[src/design/assert_macros.svh]
// shared assertion macros
`ifndef ASSERT_MACROS_SVH
`define ASSERT_MACROS_SVH

// implication checked every cycle outside reset
`define ASSERT_IMPL(label, clk, rst, lhs, rhs) \
   label: assert property (@(posedge clk) disable iff (rst) (lhs) |-> (rhs)) \
      else $error("assertion failed");

// next-cycle implication outside reset
`define ASSERT_NEXT(label, clk, rst, lhs, rhs) \
   label: assert property (@(posedge clk) disable iff (rst) (lhs) |=> (rhs)) \
      else $error("assertion failed");

`endif

[src/design/fpcvt_pkg.sv]
package fpcvt_pkg;

   localparam logic KIND_WIDEN  = 1'b0;
   localparam logic KIND_NARROW = 1'b1;

   typedef struct packed {
      logic        kind;
      logic [63:0] value_low;
      logic [63:0] value_high;
   } req_type;

   typedef struct packed {
      logic [63:0] result_low;
      logic [63:0] result_high;
   } rsp_type;

   // per-stage control between pipeline stages
   typedef struct packed {
      logic valid;
      logic kind;
   } stage_ctl_type;

endpackage

[src/design/fp64_fp128_format_converter.sv]
// path: stage 1, stage 2, then stage 3, the output register, which drives the response
// throughput: one transaction per cycle when not stalled; three register stages
// a stall holds every occupied stage in place while empty stages still fill; nothing is lost or repeated
// reset: synchronous, clears all stage valid bits; payload registers are not reset
module fp64_fp128_format_converter
   import fpcvt_pkg::*;
(
   input  logic    clock,
   input  logic    reset,
   input  logic    req_valid,
   output logic    req_ready,
   input  req_type req_data,
   output logic    rsp_valid,
   input  logic    rsp_ready,
   output rsp_type rsp_data
);
`include "assert_macros.svh"

   // stage 1 registers: decoded operand
   stage_ctl_type s1_ff, s1_in;
   logic        s1_sign_ff;
   logic [14:0] s1_exp_ff;      // 11-bit or 15-bit exponent
   logic [51:0] s1_frac_ff;
   logic [59:0] s1_rem_ff;
   logic [5:0]  s1_pos_ff;
   // stage 2 registers: assembled result before rounding
   stage_ctl_type s2_ff;
   logic [63:0] s2_hi_ff, s2_lo_ff;
   logic        s2_round_ff;    // narrow: add one
   // stage 3 = output register
   logic        s3_valid_ff;
   rsp_type     s3_ff;

   logic adv3, adv2, adv1;
   assign adv3 = !s3_valid_ff || rsp_ready;
   assign adv2 = !s2_ff.valid || adv3;
   assign adv1 = !s1_ff.valid || adv2;
   assign req_ready = adv1;

   // stage 0 to 1 decode
   logic [5:0] pos_w;
   fpcvt_lzc52 u_lzc (.frac(req_data.value_low[51:0]), .pos(pos_w));

   always_comb begin
      s1_in.valid = req_valid;
      s1_in.kind  = req_data.kind;
   end

   always_ff @(posedge clock) begin
      if (reset) begin
         s1_ff <= '0;
      end else if (adv1) begin
         s1_ff <= s1_in;
      end
   end

   always_ff @(posedge clock) begin
      if (adv1) begin
         if (req_data.kind == KIND_WIDEN) begin
            s1_sign_ff <= req_data.value_low[63];
            s1_exp_ff  <= {4'd0, req_data.value_low[62:52]};
            s1_frac_ff <= req_data.value_low[51:0];
            s1_rem_ff  <= '0;
         end else begin
            s1_sign_ff <= req_data.value_high[63];
            s1_exp_ff  <= req_data.value_high[62:48];
            s1_frac_ff <= {req_data.value_high[47:0], req_data.value_low[63:60]};
            s1_rem_ff  <= req_data.value_low[59:0];
         end
         s1_pos_ff <= pos_w;
      end
   end

   // stage 1 to 2: exponent mapping, normalize or denormalize shift
   logic [63:0] hi_c, lo_c;
   logic        rnd_c;
   logic [51:0] wf;
   logic [14:0] be;
   logic signed [16:0] de;
   logic [5:0]  sh;
   logic [52:0] sig, kept;
   logic        rbit, sticky;
   logic [52:0] lowmask;

   always_comb begin
      hi_c = '0;
      lo_c = '0;
      rnd_c = 1'b0;
      wf = s1_frac_ff;
      be = '0;
      de = 17'(s1_exp_ff) - 17'sd15360;
      sh = '0;
      sig = {1'b1, s1_frac_ff};
      kept = '0;
      rbit = 1'b0;
      sticky = 1'b0;
      lowmask = '0;
      if (s1_ff.kind == KIND_WIDEN) begin
         if (s1_exp_ff[10:0] == 11'h7FF) begin
            be = 15'h7FFF;
            if (s1_frac_ff != '0) wf[51] = 1'b1;
         end else if (s1_exp_ff[10:0] == '0) begin
            if (s1_frac_ff != '0) begin
               wf = 52'(s1_frac_ff << (6'd52 - s1_pos_ff));
               be = 15'(s1_pos_ff) + 15'd15309;
            end
         end else begin
            be = s1_exp_ff + 15'd15360;
         end
         hi_c = {s1_sign_ff, be, wf[51:4]};
         lo_c = {wf[3:0], 60'd0};
      end else begin
         if (s1_exp_ff == 15'h7FFF) begin
            if (s1_frac_ff == '0 && s1_rem_ff == '0)
               lo_c = {s1_sign_ff, 11'h7FF, 52'd0};
            else
               lo_c = {s1_sign_ff, 11'h7FF, 1'b1, s1_frac_ff[50:0]};
         end else if (s1_exp_ff == '0) begin
            lo_c = {s1_sign_ff, 63'd0};
         end else if (de >= 17'sd2047) begin
            lo_c = {s1_sign_ff, 11'h7FF, 52'd0};
         end else if (de >= 17'sd1) begin
            lo_c = {s1_sign_ff, de[10:0], s1_frac_ff};
            rnd_c = s1_rem_ff[59] && ((s1_rem_ff[58:0] != '0) || s1_frac_ff[0]);
         end else if (de <= -17'sd53) begin
            lo_c = {s1_sign_ff, 63'd0};
         end else begin
            sh = 6'(17'sd1 - de);
            kept = sig >> sh;
            rbit = sig[sh - 6'd1];
            lowmask = (53'd1 << (sh - 6'd1)) - 53'd1;
            sticky = ((sig & lowmask) != '0) || (s1_rem_ff != '0);
            lo_c = {s1_sign_ff, 10'd0, kept};
            rnd_c = rbit && (sticky || kept[0]);
         end
      end
   end

   always_ff @(posedge clock) begin
      if (reset) begin
         s2_ff <= '0;
      end else if (adv2) begin
         s2_ff <= s1_ff;
      end
   end

   always_ff @(posedge clock) begin
      if (adv2) begin
         s2_hi_ff    <= hi_c;
         s2_lo_ff    <= lo_c;
         s2_round_ff <= rnd_c;
      end
   end

   // stage 2 to 3: narrowing adds the rounding increment, carry runs into exponent; widening passes through
   rsp_type s3_in;
   always_comb begin
      if (s2_ff.kind == KIND_WIDEN) begin
         s3_in.result_low  = s2_lo_ff;
         s3_in.result_high = s2_hi_ff;
      end else begin
         s3_in.result_low  = {s2_lo_ff[63], s2_lo_ff[62:0] + {62'd0, s2_round_ff}};
         s3_in.result_high = '0;
      end
   end

   always_ff @(posedge clock) begin
      if (reset) begin
         s3_valid_ff <= 1'b0;
      end else if (adv3) begin
         s3_valid_ff <= s2_ff.valid;
      end
   end

   always_ff @(posedge clock) begin
      if (adv3) begin
         s3_ff <= s3_in;
      end
   end

   assign rsp_valid = s3_valid_ff;
   assign rsp_data  = s3_ff;

   // narrowing never drives the high word
   `ASSERT_IMPL(a_narrow_high_zero, clock, reset,
      s2_ff.valid && s2_ff.kind == KIND_NARROW && adv3, s3_in.result_high == '0)
   // stalled output holds its transaction
   `ASSERT_NEXT(a_stall_holds, clock, reset,
      s3_valid_ff && !rsp_ready, s3_valid_ff && $stable(s3_ff))
   // no acceptance while the whole pipe is blocked
   `ASSERT_IMPL(a_ready_tracks, clock, reset,
      s1_ff.valid && s2_ff.valid && s3_valid_ff && !rsp_ready, !req_ready)
endmodule

[src/design/fpcvt_lzc52.sv]
// leading-one position of a 52-bit fraction, combinational
module fpcvt_lzc52
   import fpcvt_pkg::*;
(
   input  logic [51:0] frac,
   output logic [5:0]  pos
);
   logic [12:0] grp_any;
   logic [1:0]  grp_pos [13];
   logic [3:0]  top_grp;

   // per nibble leading one
   always_comb begin
      for (int g = 0; g < 13; g++) begin
         grp_any[g] = |frac[g*4 +: 4];
         if (frac[g*4+3])      grp_pos[g] = 2'd3;
         else if (frac[g*4+2]) grp_pos[g] = 2'd2;
         else if (frac[g*4+1]) grp_pos[g] = 2'd1;
         else                  grp_pos[g] = 2'd0;
      end
   end

   // highest nonzero nibble
   always_comb begin
      top_grp = 4'd0;
      for (int g = 0; g < 13; g++) begin
         if (grp_any[g]) top_grp = 4'(g);
      end
      pos = {top_grp, 2'b00} + {4'd0, grp_pos[top_grp]};
   end
endmodule
[config.mk]
export PLATFORM = sky130hd
export DESIGN_NAME = fp64_fp128_format_converter
export DESIGN_NICKNAME = d
export VERILOG_FILES = /design/src/design/fpcvt_pkg.sv /design/src/design/fp64_fp128_format_converter.sv /design/src/design/fpcvt_lzc52.sv
export VERILOG_INCLUDE_DIRS = /design/src /design/src/design
export SDC_FILE = /design/constraint.sdc
export NUM_CORES = 1
export LEC_CHECK = 0
export ABC_CLOCK_PERIOD_IN_PS = 8500
export BUFFER_PORTS_ARGS = -buffer_cell sky130_fd_sc_hd__buf_2
export CORE_MARGIN = 1.5
export CORE_UTILIZATION = 50
export DETAILED_ROUTE_END_ITERATION = 16
export PLACE_DENSITY = 0.69
export SLEW_MARGIN = 20
export SYNTH_ARGS = -nofsm -noshare
export SYNTH_HDL_FRONTEND = slang
export SYNTH_SLANG_ARGS = --single-unit
[constraint.sdc]
create_clock -name clock -period 8.5 [get_ports clock]
set_input_delay 0.85 -clock clock [delete_from_list [all_inputs] [get_ports clock]]
set_output_delay 0.85 -clock clock [all_outputs]
set_load 0.1 [all_outputs]
==> impl_summary.log <==
INFO  metric timing_hold_violations_final = 0
INFO  metric ys_ff_latch = 396
INFO  metric top_library_cells_by_usage_in_the_layout_fill_and_taps_aside = edfxtp_1 (391), nand2_1 (374), buf_2 (261)
INFO  metric slowest_stage = ha_2
INFO  metric clock_latency = just under 600 ps
INFO  metric postRouteAntennaNets = 0
INFO  metric post_cts_resize_count = 0
INFO  metric yosysSeqAreaShare = between 40% and 50%
INFO  metric timing.final.setup_violations = 0
INFO  metric placed_area = 0.0281 mm2
INFO  metric critical_path_max_stage_delay = approximately 1000 ps
INFO  metric groute.usage.overall = between 30% and 40%
INFO  metric regToRegEndpoint = s2_hi_ff[45]
INFO  metric grt_max_degree = between 100 and 150
INFO  metric synth_enable_flop_cells = between 300 and 400
INFO  metric time_the_worst_path_needs_with_i_o_delays_and_setup = roughly 5300 ps
INFO  metric hold_buffers = 0
INFO  metric critPathCapture = s2_hi_ff[45]
INFO  metric critical_path_startpoint_category = flip-flop
INFO  metric dp_hpwl = approximately 67000 um
INFO  metric critical_path.max_fanout = between 50 and 60
INFO  metric cellLeakagePower = about 12 nW
INFO  metric global_route_wire_length_before_repair = approximately 140000 um
INFO  metric die_area = 0.0539 mm2
INFO  metric maximum_clock_frequency = approximately 0.19 GHz
INFO  metric setup.worst_path.start = s1_pos_ff[0]
INFO  metric cp_common_cell = a21oi_1
INFO  metric mostFrequentLayoutCell = edfxtp_1
INFO  metric ir_drop = 0.154 mV
INFO  metric path_cells = buf_4 -> clkinv_1 -> ha_2 -> buf_4 -> mux2_2 -> nor2_1 -> a21oi_1 -> a211oi_1 -> a21oi_1 -> a21oi_1 -> a211oi_1 -> a21oi_1 -> nor2_1
INFO  metric place.port_buffers = between 200 and 300
INFO  metric post_route_cells_drive_above_1_share = approximately 22%
INFO  metric final_worst_path_cycle_share = 62.7%
INFO  metric drtIter0Drc = roughly 2.3k
INFO  metric layout.cell_area.non_filler = between 0.02 and 0.03 mm2
INFO  metric boundaryPins = ~260
INFO  metric power_density = roughly 210 mW/mm2
INFO  metric skew = roughly 27 ps
INFO  metric first_global_vias = 21.5k
INFO  metric r2r_setup_slack = 3170 ps
INFO  metric std_cell_rows = 83
INFO  metric post_cts_buffers = 0
INFO  metric worst-r2r-cell-count = 13
INFO  metric nFillCells = between 4k and 5k
INFO  metric flow.area_growth_from_synthesis = 12.8%
INFO  metric clkTransAtPathRegs = ~50 ps
INFO  metric grt_remaining_overflow = 0
INFO  metric netlist_instances = 2593
INFO  metric die_w = around 230 um
INFO  metric die-height = roughly 230 um
INFO  metric avgSynthCellArea = approximately 10 um2
INFO  metric crit_required = around 9000 ps
INFO  metric cts_made_buffers = 43
INFO  metric ys.flop_type = edfxtp_1
INFO  metric clock_sinks = 396
INFO  metric clock_path_buffers = 3
INFO  metric tightest_slew = 1170 ps
INFO  metric wl = ~100000 um
INFO  metric synth_fp_nets = 2745
INFO  metric hold_path.class = reg -> reg
INFO  metric vias_per_cell = 6.53
INFO  metric synth.yosys.warnings = 0
INFO  metric vias = ~23k
INFO  metric design.core.area = between 0.05 and 0.06 mm2
INFO  metric synthArstFlopShare = 0%
INFO  metric clock_tree.htree_level_count = 2
INFO  metric number_of_antenna_violations_at_the_first_check_in_global_routing = 2
INFO  metric drt_drc_violations_left = 0
INFO  metric final_net_count = a little under 3k
INFO  metric worstHoldPathCells = 0
INFO  metric end_kind = flip-flop
INFO  metric initial_core_util = approximately half
INFO  metric critPathArrivalTime = about 5600 ps
INFO  metric finalWeightedCongestion = 0.985
INFO  metric critical_path.reg2reg.startpoint = s1_pos_ff[0]
INFO  metric timing.max_slew.rel_slack = a little over a fifth
INFO  metric drv.max_cap_violation_count = 0
INFO  metric rsz0062_at_grt = no
INFO  metric cts_root_buffer = clkbuf_16
INFO  metric worst-setup-path-type = reg -> reg
INFO  metric area_of_the_mapped_netlist = 0.0263 mm2
INFO  metric routedWlPerCell = approximately 28 um
INFO  metric finish.utilization = about 57%
INFO  metric cts_tree = done
INFO  metric status = completed
INFO  metric final-max-slew-violation-count = 0
INFO  metric tns = 0 ps
INFO  metric detail_route.first_pass.iterations = 5
INFO  metric netlist-cell-type-count = ~100
[per-layer routing]
| layer | up-vias | global-route usage (%) | share of wire (%) | wire length, um |
|---|---|---|---|---|
| met5 | - | 0 | 0.013 | 13 |
| met4 | 2 | 18.6 | 5.9 | 5720 |
| met3 | 305 | 8.87 | 11 | 11000 |
| met2 | 1494 | 54.1 | 44 | 42500 |
| met1 | 10800 | 47.3 | 39 | 38100 |
| li1 | 9928 | - | - | - |
[layout make-up]
| type | instances | area, um2 | area share (%) |
|---|---|---|---|
| diodes | 1 | 2.50 | 0.00845 |
| clock buffers | 54 | 1140 | 3.85 |
| clock inverters | 24 | 342 | 1.15 |
| inverters | 44 | 168 | 0.566 |
| multi-input cells | 1917 | 13400 | 45.3 |
| flip-flops and latches | 396 | 11800 | 40.0 |
| well taps | 680 | 851 | 2.87 |
| repair buffers | 332 | 1860 | 6.27 |
[registers in the layout (all words and copies together) (netlist names)]
signal,count
rsp_data,128
s2_hi_ff,64
s2_lo_ff,64
s1_rem_ff,60
s1_frac_ff,52
s1_exp_ff,15
s1_pos_ff,6
s1_ff,2
s2_ff,2
rsp_valid,1
s1_sign_ff,1
s2_round_ff,1
[how the worst min path moves through the flow]
| stage | from | to | slack [ps] |
|---|---|---|---|
| 2_1_floorplan | s2_lo_ff[63] | rsp_data[127] | 400 |
| 6_report | s2_lo_ff[63] | rsp_data[127] | 420 |
| 4_1_cts | s2_lo_ff[63] | rsp_data[127] | 430 |
| 3_5_place_dp | s2_lo_ff[63] | rsp_data[127] | 410 |
| 5_1_grt | s2_lo_ff[63] | rsp_data[127] | 430 |
| 3_3_place_gp | s2_lo_ff[63] | rsp_data[127] | 410 |
[through the flow]
| step | hold WS, ps | setup WS, ps | total power, mW | instances |
|---|---|---|---|---|
| after floorplan | 400 | 1630 | 3.75 | 2593 |
| after global placement | 410 | 3470 | 4.31 | 3369 |
| after detailed placement | 413 | 3300 | 4.31 | 3369 |
| after CTS | 426 | 3310 | 6.27 | 3447 |
| after global routing | 434 | 2880 | 6.49 | 3447 |
| final | 423 | 3170 | 6.30 | 3448 |
[cells by family (layout without fill, tap and decap cells)]
group / count (synthesis) / count (layout) / synth area share [%]
flip-flops: 396 / 396 / 45.1
AND/OR/NAND/NOR: 1019 / 1019 / 18.8
adder cells (fa/ha/maj): 19 / 19 / 0.905
buffers and inverters: 280 / 454 / 4.46
multiplexers: 244 / 244 / 13.9
other: 0 / 1 / 0
XOR/XNOR: 94 / 94 / 3.24
AO/OA/AOI/OAI: 541 / 541 / 13.7
[worst max-delay path, delay by kind of cell, from the launching register on]
kind	cells	cell delay, ps
multiplexers	1	400
flip-flops	1	320
buffers and inverters	3	1900
adder cells (fa/ha/maj)	1	1040
AO/OA/AOI/OAI	6	1170
AND/OR/NAND/NOR	2	160
[Yosys cell counts, types with 72 or more instances]
library cell | n | share of area [%]
mux4_2 | 89 | 7.6
and2_1 | 72 | 1.7
a22oi_1 | 82 | 2.3
nor2_1 | 199 | 2.8
o21ai_0 | 134 | 2.6
a21oi_1 | 118 | 2.2
edfxtp_1 | 391 | 45
clkbuf_1 | 184 | 2.6
mux2i_1 | 90 | 3.4
nand3_1 | 73 | 1.4
nand2_1 | 375 | 5.4
nor2b_1 | 122 | 2.9
[power breakdown]
group | total [mW] | internal [mW] | switching [mW]
logic | 1.91 | 0.578 | 1.33
clock network | 1.97 | 1.20 | 0.770
registers | 2.43 | 2.29 | 0.138
total | 6.30 | 4.06 | 2.24
Power figures use the tool's default switching activity.
